## src/rtl/px2a_pkg.sv

```systemverilog
// px2a_pkg: shared types, constants and the character ramp for the pixel to text block
// used by every module of pixel_stream_to_ascii_art; depends on nothing
package px2a_pkg;

  localparam int unsigned DIM_W    = 13;   // width of a frame or text dimension
  localparam int unsigned POS_W    = 12;   // width of a row or column position
  localparam int unsigned ACC_W    = 26;   // width of the sampling accumulators
  localparam int unsigned CHAR_W   = 7;
  localparam int unsigned LUMA_W   = 16;
  localparam int unsigned IDX_W    = 7;
  localparam int unsigned RAMP_LEN = 71;
  localparam int unsigned CFG_IDX_W = 4;

  localparam logic [DIM_W-1:0] MAX_DIM = 13'd4096;

  // register indexes on the configuration channel
  localparam logic [CFG_IDX_W-1:0] REG_SOURCE_WIDTH  = 4'd0;
  localparam logic [CFG_IDX_W-1:0] REG_SOURCE_HEIGHT = 4'd1;
  localparam logic [CFG_IDX_W-1:0] REG_TEXT_COLUMNS  = 4'd2;
  localparam logic [CFG_IDX_W-1:0] REG_TEXT_ROWS     = 4'd3;

  // register reset values
  localparam logic [DIM_W-1:0] RST_SOURCE_WIDTH  = 13'd640;
  localparam logic [DIM_W-1:0] RST_SOURCE_HEIGHT = 13'd480;
  localparam logic [DIM_W-1:0] RST_TEXT_COLUMNS  = 13'd80;
  localparam logic [DIM_W-1:0] RST_TEXT_ROWS     = 13'd40;

  localparam logic [CHAR_W-1:0] CHAR_NEWLINE = 7'h0a;
  localparam logic [IDX_W-1:0]  IDX_MAX      = 7'(RAMP_LEN - 1);

  // dark to light
  localparam logic [CHAR_W-1:0] RAMP_CHARS [RAMP_LEN] = '{
    7'h24, 7'h40, 7'h42, 7'h25, 7'h25, 7'h38, 7'h26, 7'h57, 7'h4d, 7'h23, 7'h2a,
    7'h6f, 7'h61, 7'h68, 7'h6b, 7'h62, 7'h64, 7'h70, 7'h71, 7'h77, 7'h6d,
    7'h5a, 7'h4f, 7'h30, 7'h51, 7'h4c, 7'h43, 7'h4a, 7'h55, 7'h59, 7'h58,
    7'h7a, 7'h63, 7'h76, 7'h75, 7'h6e, 7'h78, 7'h72, 7'h6a, 7'h66, 7'h74,
    7'h2f, 7'h5c, 7'h7c, 7'h28, 7'h29, 7'h31, 7'h7b, 7'h7d, 7'h5b, 7'h5d,
    7'h3f, 7'h2d, 7'h5f, 7'h2b, 7'h7e, 7'h3c, 7'h3e, 7'h69, 7'h21, 7'h6c,
    7'h49, 7'h3b, 7'h3a, 7'h2c, 7'h22, 7'h5e, 7'h60, 7'h27, 7'h2e, 7'h20
  };

  // effective frame and text dimensions
  typedef struct packed {
    logic [DIM_W-1:0] big_w;
    logic [DIM_W-1:0] big_h;
    logic [DIM_W-1:0] w;
    logic [DIM_W-1:0] h;
  } dims_t;

  // what one accepted pixel produces
  typedef struct packed {
    logic char_en;
    logic nl_en;
  } emit_t;

  // results ready to be queued
  typedef struct packed {
    logic              char_en;
    logic              nl_en;
    logic [CHAR_W-1:0] code;
  } push_t;

  typedef struct packed {
    logic [CHAR_W-1:0] code;
    logic              last;
  } result_t;

  function automatic logic [DIM_W-1:0] eff_dim(input logic [DIM_W-1:0] v);
    logic [DIM_W-1:0] r;
    r = v;
    if (v == '0) r = 13'd1;
    else if (v > MAX_DIM) r = MAX_DIM;
    return r;
  endfunction

  function automatic dims_t make_dims(input logic [DIM_W-1:0] src_w,
                                      input logic [DIM_W-1:0] src_h,
                                      input logic [DIM_W-1:0] cols,
                                      input logic [DIM_W-1:0] rows);
    dims_t d;
    d.big_w = eff_dim(src_w);
    d.big_h = eff_dim(src_h);
    d.w     = (cols > d.big_w) ? d.big_w : cols;
    d.h     = (rows > d.big_h) ? d.big_h : rows;
    return d;
  endfunction

endpackage

```

## src/rtl/px2a_cfg.sv

```systemverilog
// px2a_cfg: configuration registers and their effective, clamped dimensions
// depends on px2a_pkg
module px2a_cfg (
  input  logic                           clk,
  input  logic                           rst,
  input  logic                           wr_en,
  input  logic [px2a_pkg::CFG_IDX_W-1:0] wr_index,
  input  logic [px2a_pkg::DIM_W-1:0]     wr_data,
  output logic                           restart,
  output px2a_pkg::dims_t                dims,
  output px2a_pkg::dims_t                dims_next
);

  logic [px2a_pkg::DIM_W-1:0] source_width, source_height, text_columns, text_rows;
  logic [px2a_pkg::DIM_W-1:0] source_width_next, source_height_next;
  logic [px2a_pkg::DIM_W-1:0] text_columns_next, text_rows_next;
  logic                       hit;

  always_comb begin
    source_width_next  = source_width;
    source_height_next = source_height;
    text_columns_next  = text_columns;
    text_rows_next     = text_rows;
    hit                = 1'b0;
    if (rst) begin
      source_width_next  = px2a_pkg::RST_SOURCE_WIDTH;
      source_height_next = px2a_pkg::RST_SOURCE_HEIGHT;
      text_columns_next  = px2a_pkg::RST_TEXT_COLUMNS;
      text_rows_next     = px2a_pkg::RST_TEXT_ROWS;
    end else if (wr_en) begin
      unique case (wr_index)
        px2a_pkg::REG_SOURCE_WIDTH: begin
          source_width_next = wr_data;
          hit = 1'b1;
        end
        px2a_pkg::REG_SOURCE_HEIGHT: begin
          source_height_next = wr_data;
          hit = 1'b1;
        end
        px2a_pkg::REG_TEXT_COLUMNS: begin
          text_columns_next = wr_data;
          hit = 1'b1;
        end
        px2a_pkg::REG_TEXT_ROWS: begin
          text_rows_next = wr_data;
          hit = 1'b1;
        end
        default: hit = 1'b0;
      endcase
    end
  end

  always_ff @(posedge clk) begin
    source_width  <= source_width_next;
    source_height <= source_height_next;
    text_columns  <= text_columns_next;
    text_rows     <= text_rows_next;
  end

  assign restart   = hit;
  assign dims      = px2a_pkg::make_dims(source_width, source_height,
                                         text_columns, text_rows);
  assign dims_next = px2a_pkg::make_dims(source_width_next, source_height_next,
                                         text_columns_next, text_rows_next);

endmodule

```

## src/rtl/px2a_sampler.sv

```systemverilog
// px2a_sampler: raster position tracking and nearest-neighbour keep decisions
// depends on px2a_pkg
module px2a_sampler (
  input  logic              clk,
  input  logic              rst,
  input  logic              restart,
  input  px2a_pkg::dims_t   dims,
  input  px2a_pkg::dims_t   dims_next,
  input  logic              accept,
  output px2a_pkg::emit_t   emit
);

  localparam int unsigned DW = px2a_pkg::DIM_W;
  localparam int unsigned PW = px2a_pkg::POS_W;
  localparam int unsigned AW = px2a_pkg::ACC_W;

  logic [PW-1:0] column_position, column_position_next;
  logic [PW-1:0] row_position, row_position_next;
  logic [DW-1:0] columns_emitted, columns_emitted_next;
  logic [DW-1:0] rows_emitted, rows_emitted_next;
  logic [AW-1:0] column_target_acc, column_target_acc_next;
  logic [AW-1:0] column_bound_acc, column_bound_acc_next;
  logic [AW-1:0] row_target_acc, row_target_acc_next;
  logic [AW-1:0] row_bound_acc, row_bound_acc_next;
  logic          row_kept, row_kept_next;

  logic          rk, keep, col_end, row_end;
  logic [AW-1:0] step_big_w, step_big_h, step_w, step_h;

  assign step_big_w = AW'({dims.big_w, 1'b0});
  assign step_big_h = AW'({dims.big_h, 1'b0});
  assign step_w     = AW'({dims.w, 1'b0});
  assign step_h     = AW'({dims.h, 1'b0});

  always_comb begin
    rk = (column_position == '0)
         ? (rows_emitted < dims.h && row_target_acc < row_bound_acc)
         : row_kept;
    keep    = rk && columns_emitted < dims.w && column_target_acc < column_bound_acc;
    col_end = ({1'b0, column_position} + DW'(1)) >= dims.big_w;
    row_end = ({1'b0, row_position} + DW'(1)) >= dims.big_h;

    column_position_next   = column_position + PW'(1);
    columns_emitted_next   = columns_emitted + DW'(keep);
    column_target_acc_next = keep ? column_target_acc + step_big_w : column_target_acc;
    column_bound_acc_next  = column_bound_acc + step_w;
    row_position_next      = row_position;
    rows_emitted_next      = rows_emitted;
    row_target_acc_next    = row_target_acc;
    row_bound_acc_next     = row_bound_acc;
    row_kept_next          = rk;

    if (col_end) begin
      rows_emitted_next      = rows_emitted + DW'(rk);
      row_target_acc_next    = rk ? row_target_acc + step_big_h : row_target_acc;
      row_bound_acc_next     = row_bound_acc + step_h;
      column_position_next   = '0;
      columns_emitted_next   = '0;
      column_target_acc_next = AW'(dims.w);
      column_bound_acc_next  = step_w;
      if (row_end) begin
        row_position_next   = '0;
        rows_emitted_next   = '0;
        row_target_acc_next = AW'(dims.h);
        row_bound_acc_next  = step_h;
        row_kept_next       = 1'b0;
      end else begin
        row_position_next = row_position + PW'(1);
      end
    end
  end

  always_ff @(posedge clk) begin
    if (rst || restart) begin
      column_position   <= '0;
      row_position      <= '0;
      columns_emitted   <= '0;
      rows_emitted      <= '0;
      column_target_acc <= AW'(dims_next.w);
      column_bound_acc  <= AW'({dims_next.w, 1'b0});
      row_target_acc    <= AW'(dims_next.h);
      row_bound_acc     <= AW'({dims_next.h, 1'b0});
      row_kept          <= 1'b0;
    end else if (accept) begin
      column_position   <= column_position_next;
      row_position      <= row_position_next;
      columns_emitted   <= columns_emitted_next;
      rows_emitted      <= rows_emitted_next;
      column_target_acc <= column_target_acc_next;
      column_bound_acc  <= column_bound_acc_next;
      row_target_acc    <= row_target_acc_next;
      row_bound_acc     <= row_bound_acc_next;
      row_kept          <= row_kept_next;
    end
  end

  assign emit.char_en = keep;
  assign emit.nl_en   = col_end && rk;

endmodule

```

## src/rtl/px2a_glyph.sv

```systemverilog
// px2a_glyph: two-stage luma and ramp character pipeline
// depends on px2a_pkg
module px2a_glyph (
  input  logic            clk,
  input  logic            rst,
  input  logic            accept,
  input  px2a_pkg::emit_t emit,
  input  logic [7:0]      red_level,
  input  logic [7:0]      green_level,
  input  logic [7:0]      blue_level,
  output px2a_pkg::push_t push,
  output logic [2:0]      pending
);

  localparam int unsigned LW = px2a_pkg::LUMA_W;

  px2a_pkg::emit_t        a_emit, b_emit;
  logic [7:0]             a_red, a_green, a_blue;
  logic [LW-1:0]          a_luma, b_luma;
  logic [22:0]            scaled;
  logic [15:0]            coarse, inc, quot;
  logic [px2a_pkg::IDX_W-1:0] idx;

  // luma in Q8: 54r + 184g + 18b, at most 65280
  assign a_luma = LW'(16'(a_red) * 16'd54 + 16'(a_green) * 16'd184
                      + 16'(a_blue) * 16'd18);

  // index = floor((71 L + 32640) / 65280); 65280 = 256 * 255, so shift then divide by 255
  always_comb begin
    scaled = 23'(b_luma) * 23'(px2a_pkg::RAMP_LEN) + 23'd32640;
    coarse = 16'(scaled[22:8]);
    inc    = coarse + 16'd1;
    quot   = (inc + (inc >> 8)) >> 8;
    idx    = (quot > 16'(px2a_pkg::IDX_MAX)) ? px2a_pkg::IDX_MAX
                                             : px2a_pkg::IDX_W'(quot);
  end

  always_ff @(posedge clk) begin
    if (rst) begin
      a_emit <= '0;
      b_emit <= '0;
    end else begin
      a_emit <= accept ? emit : '0;
      b_emit <= a_emit;
    end
    a_red   <= red_level;
    a_green <= green_level;
    a_blue  <= blue_level;
    b_luma  <= a_luma;
  end

  assign push.char_en = b_emit.char_en;
  assign push.nl_en   = b_emit.nl_en;
  assign push.code    = px2a_pkg::RAMP_CHARS[idx];

  assign pending = 3'(a_emit.char_en) + 3'(a_emit.nl_en)
                 + 3'(b_emit.char_en) + 3'(b_emit.nl_en);

endmodule

```

## src/rtl/px2a_fifo.sv

```systemverilog
// px2a_fifo: eight-entry result queue taking up to two results per cycle
// depends on px2a_pkg
module px2a_fifo (
  input  logic              clk,
  input  logic              rst,
  input  px2a_pkg::push_t   push,
  input  logic              pop,
  output logic              not_empty,
  output px2a_pkg::result_t head,
  output logic [3:0]        count
);

  px2a_pkg::result_t mem [8];
  logic [2:0]        wp, rp;
  logic [1:0]        n_push;
  logic              do_pop;

  assign n_push    = 2'(push.char_en) + 2'(push.nl_en);
  assign do_pop    = pop && (count != '0);
  assign not_empty = (count != '0);
  assign head      = mem[rp];

  always_ff @(posedge clk) begin
    if (rst) begin
      wp    <= '0;
      rp    <= '0;
      count <= '0;
    end else begin
      wp    <= wp + 3'(n_push);
      rp    <= rp + 3'(do_pop);
      count <= count + 4'(n_push) - 4'(do_pop);
    end
    // character first, newline after it; last marks the final result of the pixel
    if (push.char_en) begin
      mem[wp] <= '{code: push.code, last: !push.nl_en};
      if (push.nl_en) mem[wp + 3'd1] <= '{code: px2a_pkg::CHAR_NEWLINE, last: 1'b1};
    end else if (push.nl_en) begin
      mem[wp] <= '{code: px2a_pkg::CHAR_NEWLINE, last: 1'b1};
    end
  end

endmodule

```

## src/rtl/pixel_stream_to_ascii_art.sv

```systemverilog
// pixel_stream_to_ascii_art: top level of the pixel to text converter
// depends on px2a_pkg, px2a_cfg, px2a_sampler, px2a_glyph, px2a_fifo
//
// usage
//   s_* : rgb pixels of a frame in raster order, one per transaction
//         (s_tdata: red_level [7:0], green_level [15:8], blue_level [23:16])
//   m_* : text characters, one per transaction; m_tdata[6:0] is the ascii code,
//         a ramp character for each kept pixel or a newline at the end of a kept
//         row; m_tlast marks the final character caused by one pixel
//   cfg_* : register writes (0 source width, 1 source height, 2 text columns,
//         3 text rows); any write to a listed register restarts the frame, other
//         indexes are ignored; cfg_ready is always high
// throughput: one pixel per cycle while the result queue has room; a pixel
//   causing two characters (last kept column of a kept row) needs two output
//   transactions, so the output port sets the sustained rate for such rows
// output path: a pixel's first character passes the two pipeline registers,
//   then the result queue, before it is offered
// reset: registers return to 640x480 into 80x40, positions go to frame start,
//   the queue empties
// stall: when m_tready is low the queue fills and s_tready drops once fewer
//   than two free slots remain beyond the results still in the pipeline
module pixel_stream_to_ascii_art (
  input  logic        clk,
  input  logic        rst,
  input  logic        s_tvalid,
  output logic        s_tready,
  input  logic [23:0] s_tdata,   // red_level [7:0], green_level [15:8], blue_level [23:16]
  output logic        m_tvalid,
  input  logic        m_tready,
  output logic [7:0]  m_tdata,   // text_char [6:0], zero [7]
  output logic        m_tlast,
  input  logic        cfg_valid,
  output logic        cfg_ready,
  input  logic [3:0]  cfg_index,
  input  logic [12:0] cfg_data
);

  logic              restart, accept, fifo_not_empty;
  px2a_pkg::dims_t   dims, dims_next;
  px2a_pkg::emit_t   emit;
  px2a_pkg::push_t   push;
  px2a_pkg::result_t head;
  logic [2:0]        pending;
  logic [3:0]        fifo_count;
  logic [4:0]        reserved;

  assign cfg_ready = 1'b1;

  px2a_cfg u_cfg (
    .clk       (clk),
    .rst       (rst),
    .wr_en     (cfg_valid),
    .wr_index  (cfg_index),
    .wr_data   (cfg_data),
    .restart   (restart),
    .dims      (dims),
    .dims_next (dims_next)
  );

  // room for the queue contents, results in flight and two more
  assign reserved = 5'(fifo_count) + 5'(pending) + 5'd2;
  assign s_tready = (reserved <= 5'd8);
  assign accept   = s_tvalid && s_tready;

  px2a_sampler u_sampler (
    .clk       (clk),
    .rst       (rst),
    .restart   (restart),
    .dims      (dims),
    .dims_next (dims_next),
    .accept    (accept),
    .emit      (emit)
  );

  px2a_glyph u_glyph (
    .clk         (clk),
    .rst         (rst),
    .accept      (accept),
    .emit        (emit),
    .red_level   (s_tdata[7:0]),
    .green_level (s_tdata[15:8]),
    .blue_level  (s_tdata[23:16]),
    .push        (push),
    .pending     (pending)
  );

  px2a_fifo u_fifo (
    .clk       (clk),
    .rst       (rst),
    .push      (push),
    .pop       (m_tready),
    .not_empty (fifo_not_empty),
    .head      (head),
    .count     (fifo_count)
  );

  assign m_tvalid = fifo_not_empty;
  assign m_tdata  = {1'b0, head.code};
  assign m_tlast  = head.last;

endmodule

```

## config.mk

```make
export PLATFORM = sky130hd
export DESIGN_NAME = pixel_stream_to_ascii_art
export DESIGN_NICKNAME = d
export VERILOG_FILES = /design/src/rtl/px2a_pkg.sv /design/src/rtl/px2a_cfg.sv /design/src/rtl/px2a_sampler.sv /design/src/rtl/px2a_glyph.sv /design/src/rtl/px2a_fifo.sv /design/src/rtl/pixel_stream_to_ascii_art.sv
export SDC_FILE = /design/constraint.sdc
export NUM_CORES = 1
export LEC_CHECK = 0
export BUFFER_PORTS_ARGS = -buffer_cell sky130_fd_sc_hd__buf_2
export CORE_MARGIN = 5
export CORE_UTILIZATION = 65
export DETAILED_ROUTE_END_ITERATION = 7
export HOLD_SLACK_MARGIN = 0.1
export PLACE_DENSITY_LB_ADDON = 0.1
export SYNTH_ARGS = -nofsm -noshare
export SYNTH_HDL_FRONTEND = slang
export SYNTH_HIERARCHICAL = 1
export SYNTH_SLANG_ARGS = --single-unit
```

## constraint.sdc

```tcl
create_clock -name clk -period 12.45 [get_ports clk]
set_input_delay 1.245 -clock clk [delete_from_list [all_inputs] [get_ports clk]]
set_output_delay 1.245 -clock clk [all_outputs]
set_load 0.1 [all_outputs]
```

==> metrics.yaml <==
cts_tree: "done"
grt_pass1_wl_um: 124000
grt_max_degree: 92
hold-path-cell-count: 2
clock-sinks: 320
worstSetupPathType: "register to register"
grt_setup_unrepaired: "no"
dp_hpwl_um: 58500
drt-initial-drc-count: 2406
synthesis.area_um2: 27900
skew_ns: 0.0270
start_util_pct: 65.3
worst_pin_slew_ns: 1.24
portBuffers: 55
maxCapViolations: 0
cp.required_ns: 12.95
finalMaxSlewViolations: 0
wl_per_cell_um: 20.0
cts_buffers: 40
cts_resized: 0
finalHoldViolCount: 0
finalSetupTns_ns: 0
row_count: 76
vias: 24500
antenna_found_initial: 3
grt_overflow: 0
hold_path_class: "register to register"
clock_path_buffers: 3
clk_pin_slew_ns: 0.06
die_x_um: 217
fin_crit_sh_pct: 88.1
grt_pass1_vias: 24100
r2r_cells: 33
cpMostUsedCell: "inv_1"
gp_congestion: 0.969
synth_fp_nets: 3778
start_kind: "register"
postRouteAntennaNets: 0
arrival_ns: 11.46
cts_hold_buf: 0
slowest_stage: "nor3_2"
endpoint_kind: "register"
min_period_ns: 10.96
drc_errors: 0
root_buffer: "clkbuf_16"
cts_htree_levels: 2
slew_headroom_pct: 16.6
cts_setup_buffers: 0
clock.fmax_ghz: 0.0912
slowest_delay_ns: 0.57
avgSynthCellArea_um2: 8.50
wl_um: 77200
layout-drive-gt1-share_pct: 9.03
r2r_setup_slack_ns: 1.49
syn_inst: 3289
drtPass1Iterations: 5
dieArea_um2: 47200
status: "complete, no violations"
syn_to_final_growth_pct: 7.17
grt_use_total_pct: 31.9
crit_fanout: 25
core-area_um2: 42800
synth_warnings: 6
final_nets: 3779
vias_per_cell: 6.33
setup_viol: 0
die_y_um: 217
antennaDiodeCount: 0
clk_latency_ns: 0.57
ios: 58
-- final timing paths --
check                                                endpoint                          start
worst max-delay path            u_fifo/mem[0][3]$_SDFFE_PP0P_      u_glyph/b_luma[4]$_DFF_P_
worst min register to register  u_fifo/mem[0][7]$_SDFFE_PP0P_  u_fifo/mem[0][7]$_SDFFE_PP0P_
worst max register to register  u_fifo/mem[0][3]$_SDFFE_PP0P_      u_glyph/b_luma[4]$_DFF_P_
worst min-delay path            u_fifo/mem[0][7]$_SDFFE_PP0P_  u_fifo/mem[0][7]$_SDFFE_PP0P_
-- placed cells by master, fill, tap and decap left out, drive strengths merged, types with 23 or more instances in the layout --
master and instances:
nand2 216, nor4 25, o211ai 41, and3 46, fa 69, xnor2 103
a21o 51, buf 80, nand3 72, nor2 295, dfxtp 270, a211o 23
xor2 49, nor3 66, o21ai 183, ha 374, clkbuf 57, inv 395
edfxtp 50, mux2 55, a211oi 28, mux2i 91, nand2b 25, nand4 42
a21oi 205, nor2b 41
-- sequential cells by signal (all words and copies together) (netlist names), 15 cells and up --
name,cells
u_fifo/mem,64
u_sampler/column_bound_acc,25
u_sampler/column_target_acc,25
u_sampler/row_bound_acc,25
u_sampler/row_target_acc,25
u_glyph/b_luma,15
-- critical path, delay by kind of cell (launching register included) --
kind            cells  cell delay, ns
simple gates       11            3.61
xor+xnor            2            0.79
flops               1            0.46
fa+ha+maj           6            2.86
compound gates      9            2.49
buf+inv             5            0.71
-- through the flow --
step	hold slack [ns]	util (%)	area [µm²]	setup slack (ns)	instances
after floorplan	0.430	-	27900	3.22	3289
after global placement	0.439	66.7	28500	1.89	3794
after detailed placement	0.448	66.7	28500	1.66	3794
after CTS	0.457	70.0	29900	1.64	3867
after global routing	0.486	70.0	29900	0.695	3867
final	0.459	70.0	29900	1.49	3867
-- layer usage --
layer / global-route usage (%) / share of wire [%]
met3: 4.95 / 7.5
met5: 0 / 0.035
met2: 51.7 / 45
met4: 11.9 / 3.7
met1: 43.5 / 44
-- final cells by class --
cell class | count | area [µm²]
Timing Repair Buffer | 80 | 463
Sequential cell | 320 | 6910
Inverter | 391 | 1470
Fill cell | 3478 | 12800
Clock inverter | 16 | 158
Multi-Input combinational cell | 2457 | 19000
Tap cell | 546 | 683
Clock buffer | 57 | 1250
Power is not shown: default switching activity piles up to over one toggle a cycle in this logic, so the estimate is an artifact.
